$ cat src/rtl/core/ust_pkg.sv
// Shared types and constants of the UDP port socket table.
package ust_pkg;

  localparam int Entries = 40;
  localparam int SlotAw = (Entries > 1) ? $clog2(Entries) : 1;
  localparam int SockW = 6;
  localparam int PortW = 16;
  localparam int CtxW = 16;
  localparam logic [PortW-1:0] EphBase = 16'd49152;
  localparam logic [PortW-1:0] EphLast = 16'hFFFF;
  localparam logic [SlotAw-1:0] LastIdx = SlotAw'(Entries - 1);

  typedef enum logic [1:0] {
    OpBind   = 2'd0,
    OpLookup = 2'd1,
    OpQuery  = 2'd2,
    OpClose  = 2'd3
  } ust_op_e;

  typedef enum logic [1:0] {
    StOk    = 2'd0,
    StFull  = 2'd1,
    StBound = 2'd2,
    StMiss  = 2'd3
  } ust_status_e;

  typedef enum logic [2:0] {
    StateIdle,
    StateScan,
    StateProbe,
    StateCheck,
    StateFin
  } ust_state_e;

  typedef struct packed {
    logic              en;
    logic [SlotAw-1:0] addr;
  } ust_rd_t;

  typedef struct packed {
    logic              en;
    logic              set;
    logic [SlotAw-1:0] addr;
    logic [PortW-1:0]  port;
    logic [CtxW-1:0]   ctx;
  } ust_wr_t;

  typedef struct packed {
    logic             valid;
    logic [PortW-1:0] port;
    logic [CtxW-1:0]  ctx;
  } ust_slot_t;

  typedef struct packed {
    ust_status_e      status;
    logic [SockW-1:0] socket;
    logic [PortW-1:0] port;
    logic [CtxW-1:0]  ctx;
  } ust_res_t;

endpackage

$ cat src/rtl/core/udp_port_socket_table.sv
// Top level of the UDP port socket table with its output register.
//
// The input channel (in_valid_i, in_ready_o) carries one command word: an
// opcode with a port, a socket index and a context tag. The output channel
// (out_valid_o, out_ready_i) returns exactly one result word per command.
// Bind and lookup walk the slots in index order through one port comparator
// fed by the slot memory, one slot per cycle, and stop at the first match or
// after the last slot. Query and close read one slot. The block holds one
// command at a time and raises in_ready_o again once its result has moved
// into the output register. After reset all slots are free and the
// ephemeral counter starts at 49152; the valid flags clear at once, so no
// clearing pass is needed. When the receiver stalls, the result stays in the
// output register unchanged, and a finished command waits until it drains.
module udp_port_socket_table (
  input  logic                      clk_i,
  input  logic                      rst_ni,
  input  logic                      in_valid_i,
  output logic                      in_ready_o,
  input  logic [1:0]                opcode_i,
  input  logic [ust_pkg::PortW-1:0] port_i,
  input  logic [ust_pkg::SockW-1:0] socket_i,
  input  logic [ust_pkg::CtxW-1:0]  ctx_tag_i,
  output logic                      out_valid_o,
  input  logic                      out_ready_i,
  output logic [1:0]                status_o,
  output logic [ust_pkg::SockW-1:0] socket_res_o,
  output logic [ust_pkg::PortW-1:0] bound_port_o,
  output logic [ust_pkg::CtxW-1:0]  ctx_out_o
);
  import ust_pkg::*;

  ust_rd_t   rd;
  ust_wr_t   wr;
  ust_slot_t slot;
  ust_res_t  res;
  logic      res_valid;
  logic      take;
  logic      idle;
  logic      out_valid_q, out_valid_d;
  ust_res_t  out_q;

  assign take       = res_valid && (!out_valid_q || out_ready_i);
  assign in_ready_o = idle;

  ust_store u_store (
    .clk_i  (clk_i),
    .rst_ni (rst_ni),
    .rd_i   (rd),
    .wr_i   (wr),
    .slot_o (slot)
  );

  ust_ctrl u_ctrl (
    .clk_i       (clk_i),
    .rst_ni      (rst_ni),
    .start_i     (in_valid_i && in_ready_o),
    .opcode_i    (opcode_i),
    .port_i      (port_i),
    .socket_i    (socket_i),
    .ctx_tag_i   (ctx_tag_i),
    .slot_i      (slot),
    .take_i      (take),
    .idle_o      (idle),
    .rd_o        (rd),
    .wr_o        (wr),
    .res_valid_o (res_valid),
    .res_o       (res)
  );

  always_comb begin
    out_valid_d = out_valid_q;
    if (take) begin
      out_valid_d = 1'b1;
    end else if (out_ready_i) begin
      out_valid_d = 1'b0;
    end
  end

  always_ff @(posedge clk_i or negedge rst_ni) begin
    if (!rst_ni) begin
      out_valid_q <= 1'b0;
    end else begin
      out_valid_q <= out_valid_d;
    end
  end

  always_ff @(posedge clk_i) begin
    if (take) begin
      out_q <= res;
    end
  end

  assign out_valid_o  = out_valid_q;
  assign status_o     = out_q.status;
  assign socket_res_o = out_q.socket;
  assign bound_port_o = out_q.port;
  assign ctx_out_o    = out_q.ctx;

endmodule

$ cat src/rtl/core/ust_store.sv
// Slot store: valid flops plus a port and context memory with a registered read.
module ust_store (
  input  logic               clk_i,
  input  logic               rst_ni,
  input  ust_pkg::ust_rd_t   rd_i,
  input  ust_pkg::ust_wr_t   wr_i,
  output ust_pkg::ust_slot_t slot_o
);
  import ust_pkg::*;

  logic [Entries-1:0]     valid_q;
  logic [PortW+CtxW-1:0]  mem [Entries];
  logic [PortW+CtxW-1:0]  rdata_q;
  logic                   rvalid_q;

  always_ff @(posedge clk_i or negedge rst_ni) begin
    if (!rst_ni) begin
      valid_q <= '0;
    end else if (wr_i.en) begin
      valid_q[wr_i.addr] <= wr_i.set;
    end
  end

  always_ff @(posedge clk_i) begin
    if (wr_i.en && wr_i.set) begin
      mem[wr_i.addr] <= {wr_i.port, wr_i.ctx};
    end
  end

  always_ff @(posedge clk_i) begin
    if (rd_i.en) begin
      rdata_q <= mem[rd_i.addr];
    end
  end

  always_ff @(posedge clk_i or negedge rst_ni) begin
    if (!rst_ni) begin
      rvalid_q <= 1'b0;
    end else if (rd_i.en) begin
      rvalid_q <= valid_q[rd_i.addr];
    end
  end

  assign slot_o.valid = rvalid_q;
  assign slot_o.port  = rvalid_q ? rdata_q[PortW+CtxW-1:CtxW] : '0;
  assign slot_o.ctx   = rvalid_q ? rdata_q[CtxW-1:0] : '0;

endmodule

$ cat src/rtl/core/ust_ctrl.sv
// Sequencer that scans the slots through one shared port comparator.
module ust_ctrl (
  input  logic                     clk_i,
  input  logic                     rst_ni,
  input  logic                     start_i,
  input  logic [1:0]               opcode_i,
  input  logic [ust_pkg::PortW-1:0] port_i,
  input  logic [ust_pkg::SockW-1:0] socket_i,
  input  logic [ust_pkg::CtxW-1:0]  ctx_tag_i,
  input  ust_pkg::ust_slot_t       slot_i,
  input  logic                     take_i,
  output logic                     idle_o,
  output ust_pkg::ust_rd_t         rd_o,
  output ust_pkg::ust_wr_t         wr_o,
  output logic                     res_valid_o,
  output ust_pkg::ust_res_t        res_o
);
  import ust_pkg::*;

  ust_state_e        state_q, state_d;
  ust_op_e           op_q, op_d;
  logic [PortW-1:0]  prt_q, prt_d;
  logic [SockW-1:0]  sock_q, sock_d;
  logic [CtxW-1:0]   ctx_q, ctx_d;
  logic [PortW-1:0]  eph_q, eph_d;
  logic [SlotAw-1:0] idx_q, idx_d;
  logic              issue_q, issue_d;
  logic              chk_vld_q, chk_vld_d;
  logic [SlotAw-1:0] chk_idx_q, chk_idx_d;
  logic [SlotAw-1:0] free_q, free_d;
  logic              free_found_q, free_found_d;
  ust_res_t          res_q, res_d;

  logic              hit;
  logic              chk_last;
  logic              in_range;
  ust_op_e           op_in;

  assign op_in    = ust_op_e'(opcode_i);
  assign hit      = chk_vld_q && slot_i.valid && (slot_i.port == prt_q);
  assign chk_last = (chk_idx_q == LastIdx);
  assign in_range = ({1'b0, sock_q} < (SockW + 1)'(Entries));

  always_comb begin
    state_d = state_q;
    case (state_q)
      StateIdle: begin
        if (start_i) begin
          state_d = (op_in == OpBind || op_in == OpLookup) ? StateScan : StateProbe;
        end
      end
      StateScan: begin
        if (chk_vld_q && (hit || chk_last)) begin
          state_d = StateFin;
        end
      end
      StateProbe: state_d = StateCheck;
      StateCheck: state_d = StateFin;
      StateFin: begin
        if (take_i) begin
          state_d = StateIdle;
        end
      end
      default: state_d = StateIdle;
    endcase
  end

  always_comb begin
    op_d         = op_q;
    prt_d        = prt_q;
    sock_d       = sock_q;
    ctx_d        = ctx_q;
    eph_d        = eph_q;
    idx_d        = idx_q;
    issue_d      = issue_q;
    chk_vld_d    = 1'b0;
    chk_idx_d    = chk_idx_q;
    free_d       = free_q;
    free_found_d = free_found_q;
    res_d        = res_q;
    rd_o         = '0;
    wr_o         = '0;
    case (state_q)
      StateIdle: begin
        if (start_i) begin
          op_d         = op_in;
          sock_d       = socket_i;
          ctx_d        = ctx_tag_i;
          prt_d        = port_i;
          idx_d        = '0;
          issue_d      = 1'b1;
          free_found_d = 1'b0;
          if (op_in == OpBind && port_i == '0) begin
            prt_d = eph_q;
            eph_d = (eph_q == EphLast) ? EphBase : eph_q + 16'd1;
          end
        end
      end
      StateScan: begin
        rd_o.en   = issue_q;
        rd_o.addr = idx_q;
        chk_vld_d = issue_q;
        chk_idx_d = idx_q;
        if (issue_q) begin
          if (idx_q == LastIdx) begin
            issue_d = 1'b0;
          end else begin
            idx_d = idx_q + 1'b1;
          end
        end
        if (chk_vld_q && !slot_i.valid) begin
          free_d       = chk_idx_q;
          free_found_d = 1'b1;
        end
        if (hit) begin
          res_d.socket = SockW'(chk_idx_q);
          res_d.ctx    = slot_i.ctx;
          if (op_q == OpBind) begin
            res_d.status = StBound;
            res_d.port   = prt_q;
          end else begin
            res_d.status = StOk;
            res_d.port   = slot_i.port;
          end
        end else if (chk_vld_q && chk_last) begin
          if (op_q == OpBind) begin
            if (free_found_q || !slot_i.valid) begin
              wr_o.en      = 1'b1;
              wr_o.set     = 1'b1;
              wr_o.addr    = slot_i.valid ? free_q : chk_idx_q;
              wr_o.port    = prt_q;
              wr_o.ctx     = ctx_q;
              res_d.status = StOk;
              res_d.socket = SockW'(wr_o.addr);
              res_d.port   = prt_q;
              res_d.ctx    = ctx_q;
            end else begin
              res_d.status = StFull;
              res_d.socket = '0;
              res_d.port   = prt_q;
              res_d.ctx    = '0;
            end
          end else begin
            res_d = '{status: StMiss, socket: '0, port: '0, ctx: '0};
          end
        end
      end
      StateProbe: begin
        rd_o.en   = 1'b1;
        rd_o.addr = sock_q[SlotAw-1:0];
      end
      StateCheck: begin
        res_d.socket = sock_q;
        res_d.port   = '0;
        res_d.ctx    = '0;
        res_d.status = (in_range && slot_i.valid) ? StOk : StMiss;
        if (op_q == OpQuery) begin
          if (in_range && slot_i.valid) begin
            res_d.port = slot_i.port;
            res_d.ctx  = slot_i.ctx;
          end
        end else if (in_range) begin
          wr_o.en   = 1'b1;
          wr_o.set  = 1'b0;
          wr_o.addr = sock_q[SlotAw-1:0];
        end
      end
      default: begin
      end
    endcase
  end

  always_ff @(posedge clk_i or negedge rst_ni) begin
    if (!rst_ni) begin
      state_q      <= StateIdle;
      eph_q        <= EphBase;
      issue_q      <= 1'b0;
      chk_vld_q    <= 1'b0;
      free_found_q <= 1'b0;
      idx_q        <= '0;
    end else begin
      state_q      <= state_d;
      eph_q        <= eph_d;
      issue_q      <= issue_d;
      chk_vld_q    <= chk_vld_d;
      free_found_q <= free_found_d;
      idx_q        <= idx_d;
    end
  end

  always_ff @(posedge clk_i) begin
    op_q      <= op_d;
    prt_q     <= prt_d;
    sock_q    <= sock_d;
    ctx_q     <= ctx_d;
    chk_idx_q <= chk_idx_d;
    free_q    <= free_d;
    res_q     <= res_d;
  end

  assign idle_o      = (state_q == StateIdle);
  assign res_valid_o = (state_q == StateFin);
  assign res_o       = res_q;

endmodule

$ cat config.mk
export PLATFORM = sky130hd
export DESIGN_NAME = udp_port_socket_table
export DESIGN_NICKNAME = d
export VERILOG_FILES = /design/src/rtl/core/ust_pkg.sv /design/src/rtl/core/udp_port_socket_table.sv /design/src/rtl/core/ust_store.sv /design/src/rtl/core/ust_ctrl.sv
export SDC_FILE = /design/constraint.sdc
export NUM_CORES = 2
export LEC_CHECK = 0
export BUFFER_PORTS_ARGS = -buffer_cell sky130_fd_sc_hd__buf_2
export CORE_MARGIN = 2
export CORE_UTILIZATION = 63
export DETAILED_ROUTE_END_ITERATION = 6
export HOLD_SLACK_MARGIN = 0.1
export PLACE_DENSITY = 0.81
export SLEW_MARGIN = 40
export SYNTH_ARGS = -nofsm -noshare
export SYNTH_HDL_FRONTEND = slang
export SYNTH_SLANG_ARGS = --single-unit
$ cat constraint.sdc
create_clock -name clk_i -period 6.54 [get_ports clk_i]
set_input_delay 0.981 -clock clk_i [delete_from_list [all_inputs] [get_ports clk_i]]
set_output_delay 0.981 -clock clk_i [all_outputs]
set_load 0.005 [all_outputs]
== Word-level counts from Yosys, hierarchy flattened ==
Memory sizes are Yosys's and may differ from the RTL's. A register that Yosys moved wholly into a read port is not among the register bits.
Cells that the tools add are included.

* Latch bits: 0
* ROM bits: 0
* Word-level logic and storage cells: 129
* Flip-flop bits (word level): 202
* Bits of input ports: 44
* Memory bits (writable): 1280
* Memories kept: 1
* Output and inout bits: 42

* Shift operators: 0
* Reductions and logical operators: 32
* Divide/modulo/power cells: 0
* Multipliers: 0
* Multiplexer cells: 50
* Add/subtract/negate cells: 2
* Equal/unequal tests: 17
* Order comparisons: 4
* Bitwise operators: 0

{| class="wikitable"
|+ Memory list
! memory !! words !! width !! rd ports !! clocked after Yosys merged registers in !! wr ports !! RTL line !! RTL
|-
| u_store.mem || 40 || 32 || 1 || 1 || 1 || ust_store.sv:12 || <nowiki>logic [PortW+CtxW-1:0] mem [Entries];</nowiki>
|}

{| class="wikitable"
|+ Operators by type and width
! operator !! count
|-
| $mux W40 || 7
|-
| $mux W32 || 3
|-
| $mux W16 || 5
|-
| $pmux W40 S2 || 1
|-
| $bwmux W40 || 1
|-
| $mux W39 || 1
|-
| $mux W6 || 4
|-
| $add A16 B1 Y16 const B || 1
|-
| $eq A16 B16 Y1 || 1
|-
| $eq A16 B16 Y1 const B || 1
|-
| $logic_not A16 Y1 || 1
|-
| $mux W8 || 2
|-
| $pmux W8 S2 || 1
|-
| $pmux W3 S5 || 1
|-
| $lt A6 B7 Y1 const B || 2
|-
| $pmux W7 S2 || 1
|-
| $eq A6 B6 Y1 const B || 2
|-
| $mux W1 || 12
|-
| $pmux W6 S2 || 1
|-
| $logic_and A1 B1 Y1 || 11
|-
| $ne A2 B1 Y1 const B || 5
|-
| $mux W3 || 3
|-
| $reduce_and A3 Y1 || 3
|-
| $reduce_and A2 Y1 || 4
|-
| other kinds (20) || 31
|}

== Depth between registers and ports, before layout ==
* Depth after elaboration: 12
* Gate-level depth with buffers: 12
* Gate-level depth less buffers: 8

== Cells and area by module ==
From an unflattened synthesis, not the netlist that was laid out.

* Cell total of the unflattened synthesis: 3004
* Area total of the unflattened synthesis: 59131.7 µm²

{| class="wikitable"
|+ Modules (own cells, without submodules)
! module !! times used !! area each (µm²) !! seq. area each (µm²) !! cells each
|-
| ust_store || 1 || 52301.4 || 40423.8 || 2506
|-
| ust_ctrl || 1 || 5579.1 || 3465.8 || 453
|-
| udp_port_socket_table || 1 || 1251.2 || 1226.2 || 45
|}

== Least setup slack after synthesis ==
Ideal clock, no wire load.

* Kind: register -> register
* Start point: reg u_ctrl.chk_idx_q[4]
* End point: mem u_store.mem[13][0] (netlist bit) (enable)
* Required time: 6079 ps
* Path slack: 1645 ps
* Data arrival time: 4434 ps
* Stages on the path, launching flop included: 8
* Setup time: 461 ps
* Path buffers: 1
* Period minus slack after synthesis: 4895 ps
* Path through: edfxtp_1 > nand2b_1 > or3_1 > or3_1 > a41oi_2 > o2111ai_2 > clkbuf_1 > nor3_1

* Cells in the longest elaborated chain, start to end: 8
* Elaborated cells between the ends (all ways): 11
* Classes of those cells: eq/ne (1); mux (8); reduce/logical (2)

{| class="wikitable"
|+ Ends and longest elaborated chain
! what !! RTL line !! RTL
|-
| from (decl) || ust_ctrl.sv:29 || <nowiki>logic [SlotAw-1:0] chk_idx_q, chk_idx_d;</nowiki>
|-
| from (signal assigned) || ust_ctrl.sv:196 || <nowiki>chk_idx_q <= chk_idx_d;</nowiki>
|-
| $eq A6 B6 Y1 || ust_ctrl.sv:41 || <nowiki>assign chk_last = (chk_idx_q == LastIdx);</nowiki>
|-
| $logic_and A1 B1 Y1 || ust_ctrl.sv:125 || <nowiki>end else if (chk_vld_q && chk_last) begin</nowiki>
|-
| $mux W40 * || ust_ctrl.sv:125 ||
|-
| $mux W40 * || ust_ctrl.sv:115 || <nowiki>if (hit) begin</nowiki>
|-
| $pmux W8 S2 * || ust_ctrl.sv:83 || <nowiki>case (state_q)</nowiki>
|-
| $logic_and A1 B1 Y1 || ust_store.sv:25 || <nowiki>if (wr_i.en && wr_i.set) begin</nowiki>
|-
| $mux W1 || ust_store.sv:25 ||
|-
| $mux W1 (not written as such) || ust_store.sv:26 || <nowiki>mem[wr_i.addr] <= {wr_i.port, wr_i.ctx};</nowiki>
|-
| to (decl) || ust_store.sv:12 ||
|}

Every way passes the cells marked *; elsewhere a longest branch is shown, timed or not.

== Worst setup path in the final report ==
* Start point: reg u_ctrl.state_q[0]
* End point: reg u_store.rdata_q[13] (read register of u_store.mem), data pin

* Cells in the longest elaborated chain, start to end: 2
* Elaborated cells between the ends (all ways): 3
* Classes of those cells: eq/ne (2); mux (1)

{| class="wikitable"
|+ Ends and longest elaborated chain
! what !! RTL line !! RTL
|-
| from (decl) || ust_ctrl.sv:20 || <nowiki>ust_state_e state_q, state_d;</nowiki>
|-
| from (signal assigned) || ust_ctrl.sv:175 || <nowiki>state_q <= StateIdle;</nowiki>
|-
| from (signal assigned) || ust_ctrl.sv:182 || <nowiki>state_q <= state_d;</nowiki>
|-
| $eq A3 B2 Y1 or $eq A3 B1 Y1 (tied branches) || ust_ctrl.sv:83 ||
|-
| $pmux W7 S2 * || ust_ctrl.sv:83 ||
|-
| to (decl) || ust_store.sv:13 || <nowiki>logic [PortW+CtxW-1:0] rdata_q;</nowiki>
|}

Marks and branches as above.
A chain may end at the register's enable or synchronous reset.

==> impl_metrics.toml <==
[flow_run]
max-cap-violations = 0

[sta]
tightest_slew_ps = 922.8
setup_viol = 0
max_freq_ghz = 0.2234
finalCritPeriodShare = 0.6846
tns_ps = 0
drv_slew = 0
finalHoldViolCount = 0
post-route-min-period_ps = 4477
rsz0062_at_grt = "no"
clock_skew_ps = 26.48
slew_headroom = 0.3848

[synthesis]
synth_cell_types = 80
async_reset_ff_frac = 0.04624
yosys-top-cells-count = "edfxtp_1 (1,444), mux4_2 (322), nand2_1 (277)"
synth_area_leaders = "edfxtp_1 (73%), mux4_2 (12%), dfrtp_1 (2.9%)"
synth_warnings = 0
synth_top_family_by_area = "multiplexers"
synth-simple-area-share = 0.04724
synth_top_area_cell = "edfxtp_1"
ys_ff_latch = 1514
synth_edf_count = 1444
synth_compound_area_frac = 0.04018
yosys.area_share.xor_xnor = 0.003245
ys.flop_type = "edfxtp_1"
yosysSeqAreaShare = 0.7598
synth_most_common_cell = "edfxtp_1"
synth_top_area_frac = 0.7303
synth_fa_ha_area_frac = 0.0004214
syn_area_um2 = 59380
synth_nets = 3101
syn_area_per_cell_um2 = 19.44
synth_cells = 3055
synth.mux.area_fraction = 0.1344

[clock_network]
clkTransAtPathRegs_ps = 60
cts_resized = 0
cts.sinks = 1514
cts_tree = "yes"
cts_setup_buffers = 0
cts_root_buffer = "clkbuf_16"
cts_buffers = 145
hold_buffers = 0
clock_path_buffers = 3
clock_latency_ps = 760
htree_levels = 4

[detailed_routing]
drtIter0Drc = 5841
wirelength_mm = 162.5
viasPerCell = 7.298
drcViolationCount = 1
avgRoutedWirePerCell_um = 35.29
antenna_left = 0
drt-pass1-iter-count = 7
route.vias.total = 33620

[pwr]
powerDensity_nw_per_um2 = 353.2
total_power_mw = 23.70
power_leakage_nw = 25.08
ir_drop_uv = 294.3

[finish]
final.fill_count = 4986
drive_above_1_share = 0.2437
nNetsFinal = 3278
finalNonFillerCells = 4606
num_antenna_cells = 0
syn_to_final_growth_pct = 13.01

[die]
die_area_um2 = 96720
fp.coreArea_um2 = 93330
fp.dieW_um = 311.0
die_h_um = 311.0
io_pins = 86
start_util = 0.6362
fp-row-count = 112

[place]
routabilityCongestion = 0.9326
dp.cells = 4336
numPortBuffers = 85
dpl.hpwl_mm = 82.49

[setup_path]
cp_data_required_time_ps = 6970
crit_buf_inv = 2
crit_path_max_fanout = 133
cpPeakStageDelay_ps = 880
cp_top_family = "compound AO/OA/AOI/OAI gates"
crit_path_end_kind = "flip-flop"
cp_slowest_cell = "dfrtp_1"
cp.arrival_ps = 4910
cp-start-kind = "flip-flop"
rrSetupSlack_ps = 2060
crit_type = "reg2reg"
crit_chain = "nand3b_1, a21oi_4, buf_8, buf_12, mux4_2, nand2_1, a32o_1, a211oi_1"

[worst_hold_path]
hold_path_class = "in2async"

[outcome]
status = "finished with violations"
violations = "DRC"

[grt]
grt_pass1_vias = 33320
grt_max_degree = 134
grt_overflow_total = 0
grt_pass1_wl_mm = 236.7
grt_usage = 0.3410
antenna_found_initial = 3
-- layout make-up --
cell class	count	area, um^2	share of cell area
flip-flops and latches	1514	45120	0.6724
well taps	1254	1569	0.02338
repair buffers	200	1961	0.02922
clock inverters	81	674.4	0.01005
inverters	17	63.81	0.0009510
multi-input cells	1354	13830	0.2060
clock buffers	186	3887	0.05794
-- layout by cell type, fill, tap and decap left out, drive strengths merged, types with 5 or more instances in the layout --
cell    synthesis  layout
a21o           17      17
nand4           7       7
bufinv          0       8
nor2b          12      12
clkinv          1      60
a221oi          7       7
nor3           37      37
dfrtp          68      68
o31ai          33      33
or2             6       6
edfxtp       1444    1444
a22o           17      17
a211oi         33      33
o21ai          90      90
clkbuf         74     186
o22ai          10      10
or3             7       7
mux4          322     322
o221ai          7       7
xor2           10      10
and3b           5       5
nand3          88      88
and2           37      37
nor4            8       8
buf            96     200
mux2i          68      68
inv            16      27
nand2b         14      14
a31oi           8       8
nand2         277     277
nand3b          6       6
a32o           32      32
xnor2          12      12
and3           16      16
nor2           65      65
a21oi          52      52
-- cells by family after synthesis --
family                   Yosys count
AND/OR/NAND/NOR                  597
adder cells (fa/ha/maj)            2
buffers and inverters            187
multiplexers                     394
flip-flops                      1514
XOR/XNOR                          22
AO/OA/AOI/OAI                    339
-- sequential cells by signal, summed over array words and instances, names as in the netlist, 3 cells and up --
name,flops
bound_port_o,16
ctx_out_o,16
socket_res_o,6
u_ctrl.chk_idx_q,6
u_ctrl.ctx_q,16
u_ctrl.eph_q,16
u_ctrl.free_q,6
u_ctrl.idx_q,6
u_ctrl.prt_q,16
u_ctrl.res_o,40
u_ctrl.sock_q,6
u_ctrl.state_q,3
u_store.mem,1280
u_store.rdata_q,32
u_store.valid_q,40
-- metrics by stage --
step                hold WS, ps  utilization  area (um^2)  setup WS (ps)
floorplan                 400.3            -        59380           1645
global placement          401.7       0.6606        61650           1465
detailed placement        404.5       0.6693        62460           2194
CTS                       361.9       0.7181        67020           1971
global route              386.2       0.7190        67100           1915
finish                    337.7       0.7190        67100           2063
-- path summary, 6_finish.rpt --
kind,to,start,cells past startpoint
hold reg to reg,ctx_out_o[3],u_ctrl.res_o[3],0
hold / removal,u_ctrl.idx_q[5],rst_ni,2
setup / recovery,u_store.rdata_q[13],u_ctrl.state_q[0],8
max in group asynchronous,u_ctrl.eph_q[11],rst_ni,2
setup reg to reg,u_store.rdata_q[13],u_ctrl.state_q[0],8
min in group clk_i,u_ctrl.ctx_q[13],ctx_tag_i[13],1
-- where the power goes --
part | internal, mW | switching (mW) | leakage [nW]
sequential | 10.9 | 0.321 | 17.4
clock | 4.55 | 3.70 | 2.23
combinational | 1.45 | 2.73 | 5.48
total | 16.9 | 6.75 | 25.1
-- routing by layer --
layer  share of wire  global-route usage
met3            0.13             0.07565
met5         0.00017                   0
met2            0.48              0.5286
met4           0.059              0.1771
met1            0.34              0.4635
Note: power is estimated with default switching activity, not from simulation.
